### src/lmtg_pkg.sv
// Shared constants and types for the load monitor tier governor.
package lmtg_pkg;

  // Field widths
  localparam int LOAD_W   = 24;
  localparam int BUDGET_W = 24;
  localparam int LIMIT_W  = 16;
  localparam int TIER_W   = 2;

  // Load scale: 100 percent in 1/256 percent units
  localparam int SCALE_W    = 15;
  localparam int LOAD_SCALE = 25600;
  localparam int DIVIDEND_W = LOAD_W + SCALE_W;

  // Thresholds in 1/256 percent units
  localparam logic [LOAD_W-1:0] LOAD_MAX  = 24'hFFFFFF;
  localparam logic [LOAD_W-1:0] OVER_HIGH = 24'd20480;
  localparam logic [LOAD_W-1:0] OVER_LOW  = 24'd15360;
  localparam logic [LOAD_W-1:0] TIER_DOWN = 24'd17920;
  localparam logic [LOAD_W-1:0] TIER_UP   = 24'd10240;

  // Smoothing coefficient 0.1 as Q0.16
  localparam logic signed [14:0] SMOOTH_Q16 = 15'sd6554;
  localparam int PROD_W = LOAD_W + 1 + 15;

  // Tier codes
  localparam logic [TIER_W-1:0] TIER_ECO    = 2'd0;
  localparam logic [TIER_W-1:0] TIER_NORMAL = 2'd1;
  localparam logic [TIER_W-1:0] TIER_HIGH   = 2'd2;

  // Configuration register indexes
  localparam int CFG_IDX_W = 3;
  localparam logic [CFG_IDX_W-1:0] REG_TIME_BUDGET  = 3'd0;
  localparam logic [CFG_IDX_W-1:0] REG_OVERLOAD_LIM = 3'd1;
  localparam logic [CFG_IDX_W-1:0] REG_TIER_DELAY   = 3'd2;
  localparam logic [CFG_IDX_W-1:0] REG_AUTO_ADJUST  = 3'd3;
  localparam logic [CFG_IDX_W-1:0] REG_TARGET_TIER  = 3'd4;

  // Divider status toward the sequencer
  typedef struct packed {
    logic busy;
    logic done;
  } div_stat_t;

endpackage

### src/load_monitor_tier_governor.sv
// Top level of the load monitor tier governor.
// Each input word carries one measured block duration in microseconds and yields
// one output word with the load (1/256 percent of the time budget, saturated),
// the smoothed load, the peak load, the sustained-overload flag, the quality tier
// and a tier-changed flag. An item passes from acceptance to result through the
// bit-serial divider (one quotient bit per cycle over the 39-bit scaled duration),
// a step that captures and saturates the quotient, the smoothing multiply and the
// state update. The state update waits while the previous result still sits
// unaccepted in the output register. A new word is accepted the cycle after the
// previous one has been written to the output register, even if that result is
// still waiting for out_tready, so a new word is taken only once the previous one
// is through. Configuration writes are taken every cycle; write registers only
// while no word is in flight.
module load_monitor_tier_governor #(
  parameter int COUNTER_WIDTH = 16
) (
  input  logic                           clk,
  input  logic                           rst_n,
  // Input stream
  input  logic                           in_tvalid,
  output logic                           in_tready,
  input  logic [23:0]                    in_tdata,   // [23:0] duration_us
  // Output stream
  output logic                           out_tvalid,
  input  logic                           out_tready,
  output logic [79:0]                    out_tdata,  // [23:0] cpu_load, [47:24] average_load,
                                                     // [71:48] peak_load, [72] overloaded,
                                                     // [74:73] quality_tier, [75] tier_changed,
                                                     // [79:76] zero
  // Configuration write
  input  logic                           cfg_valid,
  output logic                           cfg_ready,
  input  logic [lmtg_pkg::CFG_IDX_W-1:0] cfg_index,
  input  logic [23:0]                    cfg_data
);
  import lmtg_pkg::*;

  localparam int CMP_W = (COUNTER_WIDTH > LIMIT_W) ? COUNTER_WIDTH : LIMIT_W;
  localparam logic [COUNTER_WIDTH-1:0] CNT_MAX = '1;

  // Sequencer codes
  localparam logic [1:0] ST_IDLE = 2'd0;
  localparam logic [1:0] ST_DIV  = 2'd1;
  localparam logic [1:0] ST_MUL  = 2'd2;
  localparam logic [1:0] ST_UPD  = 2'd3;

  // Configuration registers
  logic [BUDGET_W-1:0] budget_r;
  logic [LIMIT_W-1:0]  olim_r;
  logic [LIMIT_W-1:0]  tdelay_r;
  logic                auto_r;
  logic [TIER_W-1:0]   target_r;

  // Governor state
  logic [1:0]               state_r, state_nxt;
  logic [LOAD_W-1:0]        load_r, load_nxt;
  logic signed [PROD_W-1:0] prod_r, prod_nxt;
  logic [LOAD_W-1:0]        smooth_r, smooth_nxt;
  logic [LOAD_W-1:0]        peak_r, peak_nxt;
  logic [COUNTER_WIDTH-1:0] orun_r, orun_nxt;
  logic                     oflag_r, oflag_nxt;
  logic [TIER_W-1:0]        tier_r, tier_nxt;
  logic [COUNTER_WIDTH-1:0] trun_r, trun_nxt;
  logic                     out_valid_r, out_valid_nxt;
  logic [75:0]              out_data_r, out_data_nxt;

  // Divider hookup
  logic                  div_start;
  logic [DIVIDEND_W-1:0] div_dividend;
  logic [BUDGET_W-1:0]   div_divisor;
  logic [DIVIDEND_W-1:0] div_quo;
  div_stat_t             div_stat;

  // Update-stage helpers
  logic signed [LOAD_W:0]     diff;
  logic signed [LOAD_W-1:0]   step;
  logic signed [LOAD_W+1:0]   avg_sum;
  logic [LOAD_W-1:0]          avg;
  logic [COUNTER_WIDTH-1:0]   orun_bump;
  logic [COUNTER_WIDTH-1:0]   trun_bump;
  logic [TIER_W-1:0]          tgt;
  logic [TIER_W-1:0]          want;
  logic                       changed;
  logic                       out_free;

  assign cfg_ready = 1'b1;

  // Register writes; unknown indexes drop
  always_ff @(posedge clk) begin
    if (!rst_n) begin
      budget_r <= 24'd10667;
      olim_r   <= 16'd3;
      tdelay_r <= 16'd10;
      auto_r   <= 1'b1;
      target_r <= TIER_HIGH;
    end else if (cfg_valid) begin
      case (cfg_index)
        REG_TIME_BUDGET:  budget_r <= cfg_data[BUDGET_W-1:0];
        REG_OVERLOAD_LIM: olim_r   <= cfg_data[LIMIT_W-1:0];
        REG_TIER_DELAY:   tdelay_r <= cfg_data[LIMIT_W-1:0];
        REG_AUTO_ADJUST:  auto_r   <= cfg_data[0];
        REG_TARGET_TIER:  target_r <= cfg_data[TIER_W-1:0];
        default: ;
      endcase
    end
  end

  // Scale duration to 1/256 percent and divide by the budget
  assign in_tready    = (state_r == ST_IDLE) && !div_stat.busy;
  assign div_start    = in_tvalid && in_tready;
  assign div_dividend = DIVIDEND_W'(in_tdata) * DIVIDEND_W'(LOAD_SCALE);
  assign div_divisor  = (budget_r == '0) ? BUDGET_W'(1) : budget_r;

  lmtg_div u_div (
    .clk      (clk),
    .rst_n    (rst_n),
    .start    (div_start),
    .dividend (div_dividend),
    .divisor  (div_divisor),
    .quotient (div_quo),
    .stat     (div_stat)
  );

  // Smoothing step: floor(6554 * d / 65536) by arithmetic shift
  assign diff    = $signed({1'b0, load_r}) - $signed({1'b0, smooth_r});
  assign step    = LOAD_W'(prod_r >>> 16);
  assign avg_sum = $signed({2'b00, smooth_r}) + (LOAD_W+2)'(step);
  assign avg     = avg_sum[LOAD_W-1:0];

  assign orun_bump = (orun_r == CNT_MAX) ? orun_r : orun_r + 1'b1;
  assign trun_bump = (trun_r == CNT_MAX) ? trun_r : trun_r + 1'b1;
  assign tgt       = (target_r > TIER_HIGH) ? TIER_HIGH : target_r;
  assign out_free  = !out_valid_r || out_tready;

  // Wanted tier from the new average
  always_comb begin
    want = tier_r;
    if (avg > TIER_DOWN && tier_r != TIER_ECO) begin
      want = tier_r - 1'b1;
    end else if (avg < TIER_UP && tier_r != tgt) begin
      if (tier_r < tgt) begin
        want = tier_r + 1'b1;
      end
    end
  end

  // Sequencer and state update
  always_comb begin
    state_nxt     = state_r;
    load_nxt      = load_r;
    prod_nxt      = prod_r;
    smooth_nxt    = smooth_r;
    peak_nxt      = peak_r;
    orun_nxt      = orun_r;
    oflag_nxt     = oflag_r;
    tier_nxt      = tier_r;
    trun_nxt      = trun_r;
    out_data_nxt  = out_data_r;
    out_valid_nxt = out_valid_r && !out_tready;
    changed       = 1'b0;
    case (state_r)
      ST_IDLE: begin
        if (div_start) begin
          state_nxt = ST_DIV;
        end
      end
      ST_DIV: begin
        if (div_stat.done) begin
          load_nxt  = (div_quo[DIVIDEND_W-1:LOAD_W] != '0) ? LOAD_MAX :
                      div_quo[LOAD_W-1:0];
          state_nxt = ST_MUL;
        end
      end
      ST_MUL: begin
        prod_nxt  = PROD_W'(diff) * PROD_W'(SMOOTH_Q16);
        state_nxt = ST_UPD;
      end
      ST_UPD: begin
        if (out_free) begin
          smooth_nxt = avg;
          if (load_r > peak_r) begin
            peak_nxt = load_r;
          end
          if (load_r > OVER_HIGH) begin
            orun_nxt = orun_bump;
            if (CMP_W'(orun_bump) >= CMP_W'(olim_r)) begin
              oflag_nxt = 1'b1;
            end
          end else begin
            orun_nxt = '0;
            if (load_r < OVER_LOW) begin
              oflag_nxt = 1'b0;
            end
          end
          if (auto_r) begin
            if (want != tier_r) begin
              trun_nxt = trun_bump;
              if (CMP_W'(trun_bump) >= CMP_W'(tdelay_r)) begin
                tier_nxt = want;
                trun_nxt = '0;
                changed  = 1'b1;
              end
            end else begin
              trun_nxt = '0;
            end
          end
          out_data_nxt  = {changed, tier_nxt, oflag_nxt, peak_nxt, avg, load_r};
          out_valid_nxt = 1'b1;
          state_nxt     = ST_IDLE;
        end
      end
      default: state_nxt = ST_IDLE;
    endcase
  end

  // Advance registers
  always_ff @(posedge clk) begin
    load_r     <= load_nxt;
    prod_r     <= prod_nxt;
    out_data_r <= out_data_nxt;
    if (!rst_n) begin
      state_r     <= ST_IDLE;
      smooth_r    <= '0;
      peak_r      <= '0;
      orun_r      <= '0;
      oflag_r     <= 1'b0;
      tier_r      <= TIER_HIGH;
      trun_r      <= '0;
      out_valid_r <= 1'b0;
    end else begin
      state_r     <= state_nxt;
      smooth_r    <= smooth_nxt;
      peak_r      <= peak_nxt;
      orun_r      <= orun_nxt;
      oflag_r     <= oflag_nxt;
      tier_r      <= tier_nxt;
      trun_r      <= trun_nxt;
      out_valid_r <= out_valid_nxt;
    end
  end

  assign out_tvalid = out_valid_r;
  assign out_tdata  = {4'b0000, out_data_r};

endmodule

### src/lmtg_div.sv
// Bit-serial restoring divider: one quotient bit per cycle.
module lmtg_div (
  input  logic                                clk,
  input  logic                                rst_n,
  input  logic                                start,
  input  logic [lmtg_pkg::DIVIDEND_W-1:0]     dividend,
  input  logic [lmtg_pkg::BUDGET_W-1:0]       divisor,
  output logic [lmtg_pkg::DIVIDEND_W-1:0]     quotient,
  output lmtg_pkg::div_stat_t                 stat
);
  import lmtg_pkg::*;

  localparam int CNT_W = $clog2(DIVIDEND_W);
  localparam logic [CNT_W-1:0] LAST_STEP = CNT_W'(DIVIDEND_W - 1);

  logic [BUDGET_W-1:0]   rem_r, rem_nxt;
  logic [DIVIDEND_W-1:0] quo_r, quo_nxt;
  logic [BUDGET_W-1:0]   dsr_r, dsr_nxt;
  logic [CNT_W-1:0]      cnt_r, cnt_nxt;
  logic                  busy_r, busy_nxt;
  logic                  done_r, done_nxt;
  logic [BUDGET_W:0]     trial;
  logic [BUDGET_W:0]     diff;
  logic                  fits;

  // Shift the next dividend bit into the partial remainder and try a subtract
  assign trial = {rem_r, quo_r[DIVIDEND_W-1]};
  assign diff  = trial - {1'b0, dsr_r};
  assign fits  = (trial >= {1'b0, dsr_r});

  always_comb begin
    rem_nxt  = rem_r;
    quo_nxt  = quo_r;
    dsr_nxt  = dsr_r;
    cnt_nxt  = cnt_r;
    busy_nxt = busy_r;
    done_nxt = 1'b0;
    if (start && !busy_r) begin
      rem_nxt  = '0;
      quo_nxt  = dividend;
      dsr_nxt  = divisor;
      cnt_nxt  = '0;
      busy_nxt = 1'b1;
    end else if (busy_r) begin
      rem_nxt = fits ? diff[BUDGET_W-1:0] : trial[BUDGET_W-1:0];
      quo_nxt = {quo_r[DIVIDEND_W-2:0], fits};
      cnt_nxt = cnt_r + 1'b1;
      if (cnt_r == LAST_STEP) begin
        busy_nxt = 1'b0;
        done_nxt = 1'b1;
      end
    end
  end

  // Hold datapath without reset, clear control
  always_ff @(posedge clk) begin
    rem_r <= rem_nxt;
    quo_r <= quo_nxt;
    dsr_r <= dsr_nxt;
    cnt_r <= cnt_nxt;
    if (!rst_n) begin
      busy_r <= 1'b0;
      done_r <= 1'b0;
    end else begin
      busy_r <= busy_nxt;
      done_r <= done_nxt;
    end
  end

  assign quotient  = quo_r;
  assign stat.busy = busy_r;
  assign stat.done = done_r;

endmodule

### config.mk
export PLATFORM = sky130hd
export DESIGN_NAME = load_monitor_tier_governor
export DESIGN_NICKNAME = d
export VERILOG_FILES = /design/src/lmtg_pkg.sv /design/src/load_monitor_tier_governor.sv /design/src/lmtg_div.sv
export SDC_FILE = /design/constraint.sdc
export NUM_CORES = 1
export LEC_CHECK = 0
export BUFFER_PORTS_ARGS = -buffer_cell sky130_fd_sc_hd__clkbuf_2
export CELL_PAD_IN_SITES_DETAIL_PLACEMENT = 0
export CELL_PAD_IN_SITES_GLOBAL_PLACEMENT = 1
export CORE_UTILIZATION = 45
export CTS_BUF_LIST = sky130_fd_sc_hd__clkbuf_4
export DETAILED_ROUTE_END_ITERATION = 6
export MAX_ROUTING_LAYER = met4
export PLACE_DENSITY = 0.88
export SYNTH_ARGS = -nofsm -noshare
export SYNTH_HDL_FRONTEND = slang
export SYNTH_SLANG_ARGS = --single-unit
### constraint.sdc
create_clock -name clk -period 7.8 [get_ports clk]
set_input_delay 0.78 -clock clk [delete_from_list [all_inputs] [get_ports clk]]
set_output_delay 0.78 -clock clk [all_outputs]
set_load 0.05 [all_outputs]
==> metrics.txt <==
most common flop cell mapped by yosys dfxtp_1; initial detailed-routing violation count 1214; H-tree level count 3; synthesis warning total 0; total power density per cell area 463 nW/um2; fraction of the cycle the final worst path needs 0.948; top-count cell post-synth inv_1; most numerous cell types in the synthesized netlist inv_1 (453), ha_1 (348), nand2_1 (315), dfxtp_1 (187), a21oi_1 (186); Remaining Overflow, GRT 0; # IOs 139; CP Buf/Inv Count 4; Worst path max stage delay 530 ps; average footprint of a synthesized cell 9.12 um2; gp weighted congestion 0.920; most frequent CP cell a21o_1; Via density 5.21; worst skew pair latency 840 ps; total vias in the final route 20900; input/output buffers 133; endpoints failing hold 0; site row count 89; classification of the worst setup path reg2reg; f_max 135 MHz; EDFF count, synth 176; Initial DRT Pass Iterations 7; worst min-delay path category in2reg; DRC violation count after routing 19; Core ar. 59200 um2; critical path startpoint category flip-flop; Crit path max-delay family adder cells; Max Buffers Root-to-Sink 3; cell type of the slowest stage on the worst timing path fa_1; Crit path arrival time 8020 ps; compound-gate portion of the synthesized area 0.154; Post-Synth Simple-Gate Area 0.127; failing checks design-rule violations; overall fraction of global-route tracks in use 0.218; die outline height 247 um; unique cell type count in the Yosys netlist 83; total setup violations reported at the end of the flow 0; initial standard-cell utilization of the core 0.457; xor and xnor fraction of the mapped netlist area 0.0563; static leakage 13.9 nW; proportion of layout cells with a drive suffix above 1 0.128; global-route wire length before repair 103000 um; initial antenna violation count 5; pin count of the biggest net entering global routing 93; clock transition time at the flip-flop clock pins of the worst setup and hold paths 80 ps; part of the Yosys area used for sequential elements 0.334; remaining antenna violation count 0; adder and majority gate portion of the synthesized area 0.233; via count of the first global-routing pass 20100; critical path required time 8420 ps; multiplexer area fraction after synthesis 0.0162; time the worst path needs with I/O delays and setup 7400 ps; crit path max fanout 6; TritonCTS clock tree done; cell accounting for the most synthesized area edfxtp_1; wire length per cell after detailed routing 16.0 um; netlist area before placement 27100 um2; cell count after synthesis 2968; clock skew 62.6 ps; RSZ-0062 raised after global routing no; Final Max Tran Viols 0; Least-Margin Pin Slew 1170 ps; asr flop ratio synth 0; Post-layout nets 3655; HPWL after DPL 50000 um; utilization of the core after routing 0.507; number of maximum-capacitance violations 0; top cell type's share of synthesized area 0.195; Area Growth Syn to Fin 11.0%; hold buffers post-CTS 0; Max-slew headroom 0.215; flip-flop and latch count after synthesis 363; crit path capture type flip-flop; area of the die 61100 um2; CTS buffer count 92; top cells by area in the synthesized netlist edfxtp_1 (20%), ha_1 (16%), dfxtp_1 (14%), fa_1 (7.2%), inv_1 (6.3%); combinational family with the most area after synthesis adder cells; result of the run complete, but fails checks; Chip Width 247 um; Num Clock Sinks 363; accumulated negative setup slack 0 ps; Routed Wire Length 64200 um; worst ir drop on vdd 0.510 mV; Root Buffer Master clkbuf_4
[per-stage QoR]
stage	area, um2	cells	power (mW)	hold slack [ps]	worst slack [ps]
after global routing	30000	4005	15.4	136	23.6
after floorplan	27100	2971	9.94	435	16.8
after CTS	30000	4003	13.8	87.3	13.9
after detailed placement	28700	3832	12.1	448	-132
after global placement	28700	3832	11.9	442	23.8
final	30000	4005	13.9	188	404
[cell usage in the layout (no fill, tap or decap), types with 97 or more instances in the layout]
| cell type | n |
|---|---|
| nor2_1 | 150 |
| ha_1 | 348 |
| a21oi_1 | 186 |
| fa_1 | 97 |
| nand2_1 | 314 |
| clkbuf_2 | 133 |
| edfxtp_1 | 176 |
| dfxtp_1 | 186 |
| inv_1 | 452 |
| o21ai_0 | 118 |
| clkbuf_4 | 128 |
[cell families (layout without fill, tap and decap cells)]
group,Yosys count,in the layout
AND/OR/NAND/NOR,739,739
AO/OA/AOI/OAI,638,638
buffers and inverters,564,824
adder cells (fa/ha/maj),445,445
flip-flops,363,363
XOR/XNOR,174,174
multiplexers,43,43
other,2,6
[final timing paths]
| kind | start | endpoint | slack (ps) | cells after the start |
|---|---|---|---|---|
| worst max-delay path | load_r[5]$_SDFFCE_PP1P_ | prod_r[35]$_DFFE_PP_ | 400 | 29 |
| worst min-delay path | cfg_data[21] | budget_r[21]$_SDFFE_PN0P_ | 190 | 3 |
| worst max register to register | load_r[5]$_SDFFCE_PP1P_ | prod_r[35]$_DFFE_PP_ | 400 | 29 |
| worst min register to register | tdelay_r[6]$_SDFFE_PN0P_ | tdelay_r[6]$_SDFFE_PN0P_ | 460 | 2 |
[area by class of cell]
cell class	count	area [um2]
diodes	1	2.50
clock buffers	128	961
clock inverters	43	269
fillers	5553	29200
inverters	455	1710
multi-input cells	2044	15900
flip-flops and latches	363	9030
well taps	773	967
repair buffers	198	1150
[state kept, by name, summed over array words and instances, names as in the netlist, 23 cells and up]
name	flops
prod_r	23
u_div.quotient	39
load_r	24
budget_r	24
peak_r	24
u_div.dsr_r	24
u_div.rem_r	24
smooth_r	24
out_data_r	76
[power by group]
| group | total, mW | internal (mW) | leakage, nW | switching [mW] |
|---|---|---|---|---|
| sequential | 2.95 | 2.80 | 3.17 | 0.158 |
| clock | 1.69 | 0.870 | 0.720 | 0.819 |
| combinational | 9.25 | 4.04 | 10.0 | 5.21 |
[worst register-to-register path: cells and delay by family (launching register included)]
family | cells | cell delay (ps)
AOI/OAI and AO/OA | 14 | 2850
xor gates and xnor gates | 1 | 120
adders and majority gates | 7 | 2860
buffers and inverters | 4 | 220
DFF | 1 | 400
muxes | 1 | 280
and+or+nand+nor | 2 | 440
[layer usage]
layer,vias to the layer above,track usage,wire length (um)
met5,-,-,0
met4,0,0.0769,1490
met3,79,0.0382,3500
met2,450,0.331,28300
met1,9749,0.293,31000
li1,10600,-,-
[repair_timing]
item	4_1_cts	5_1_grt
buffers inserted	0	1
gates cloned	0	0
endpoints found under the setup margin	2	8
pin swaps	0	1
gates resized for setup	2	14
No activity file was read; power rests on OpenSTA's default activity.
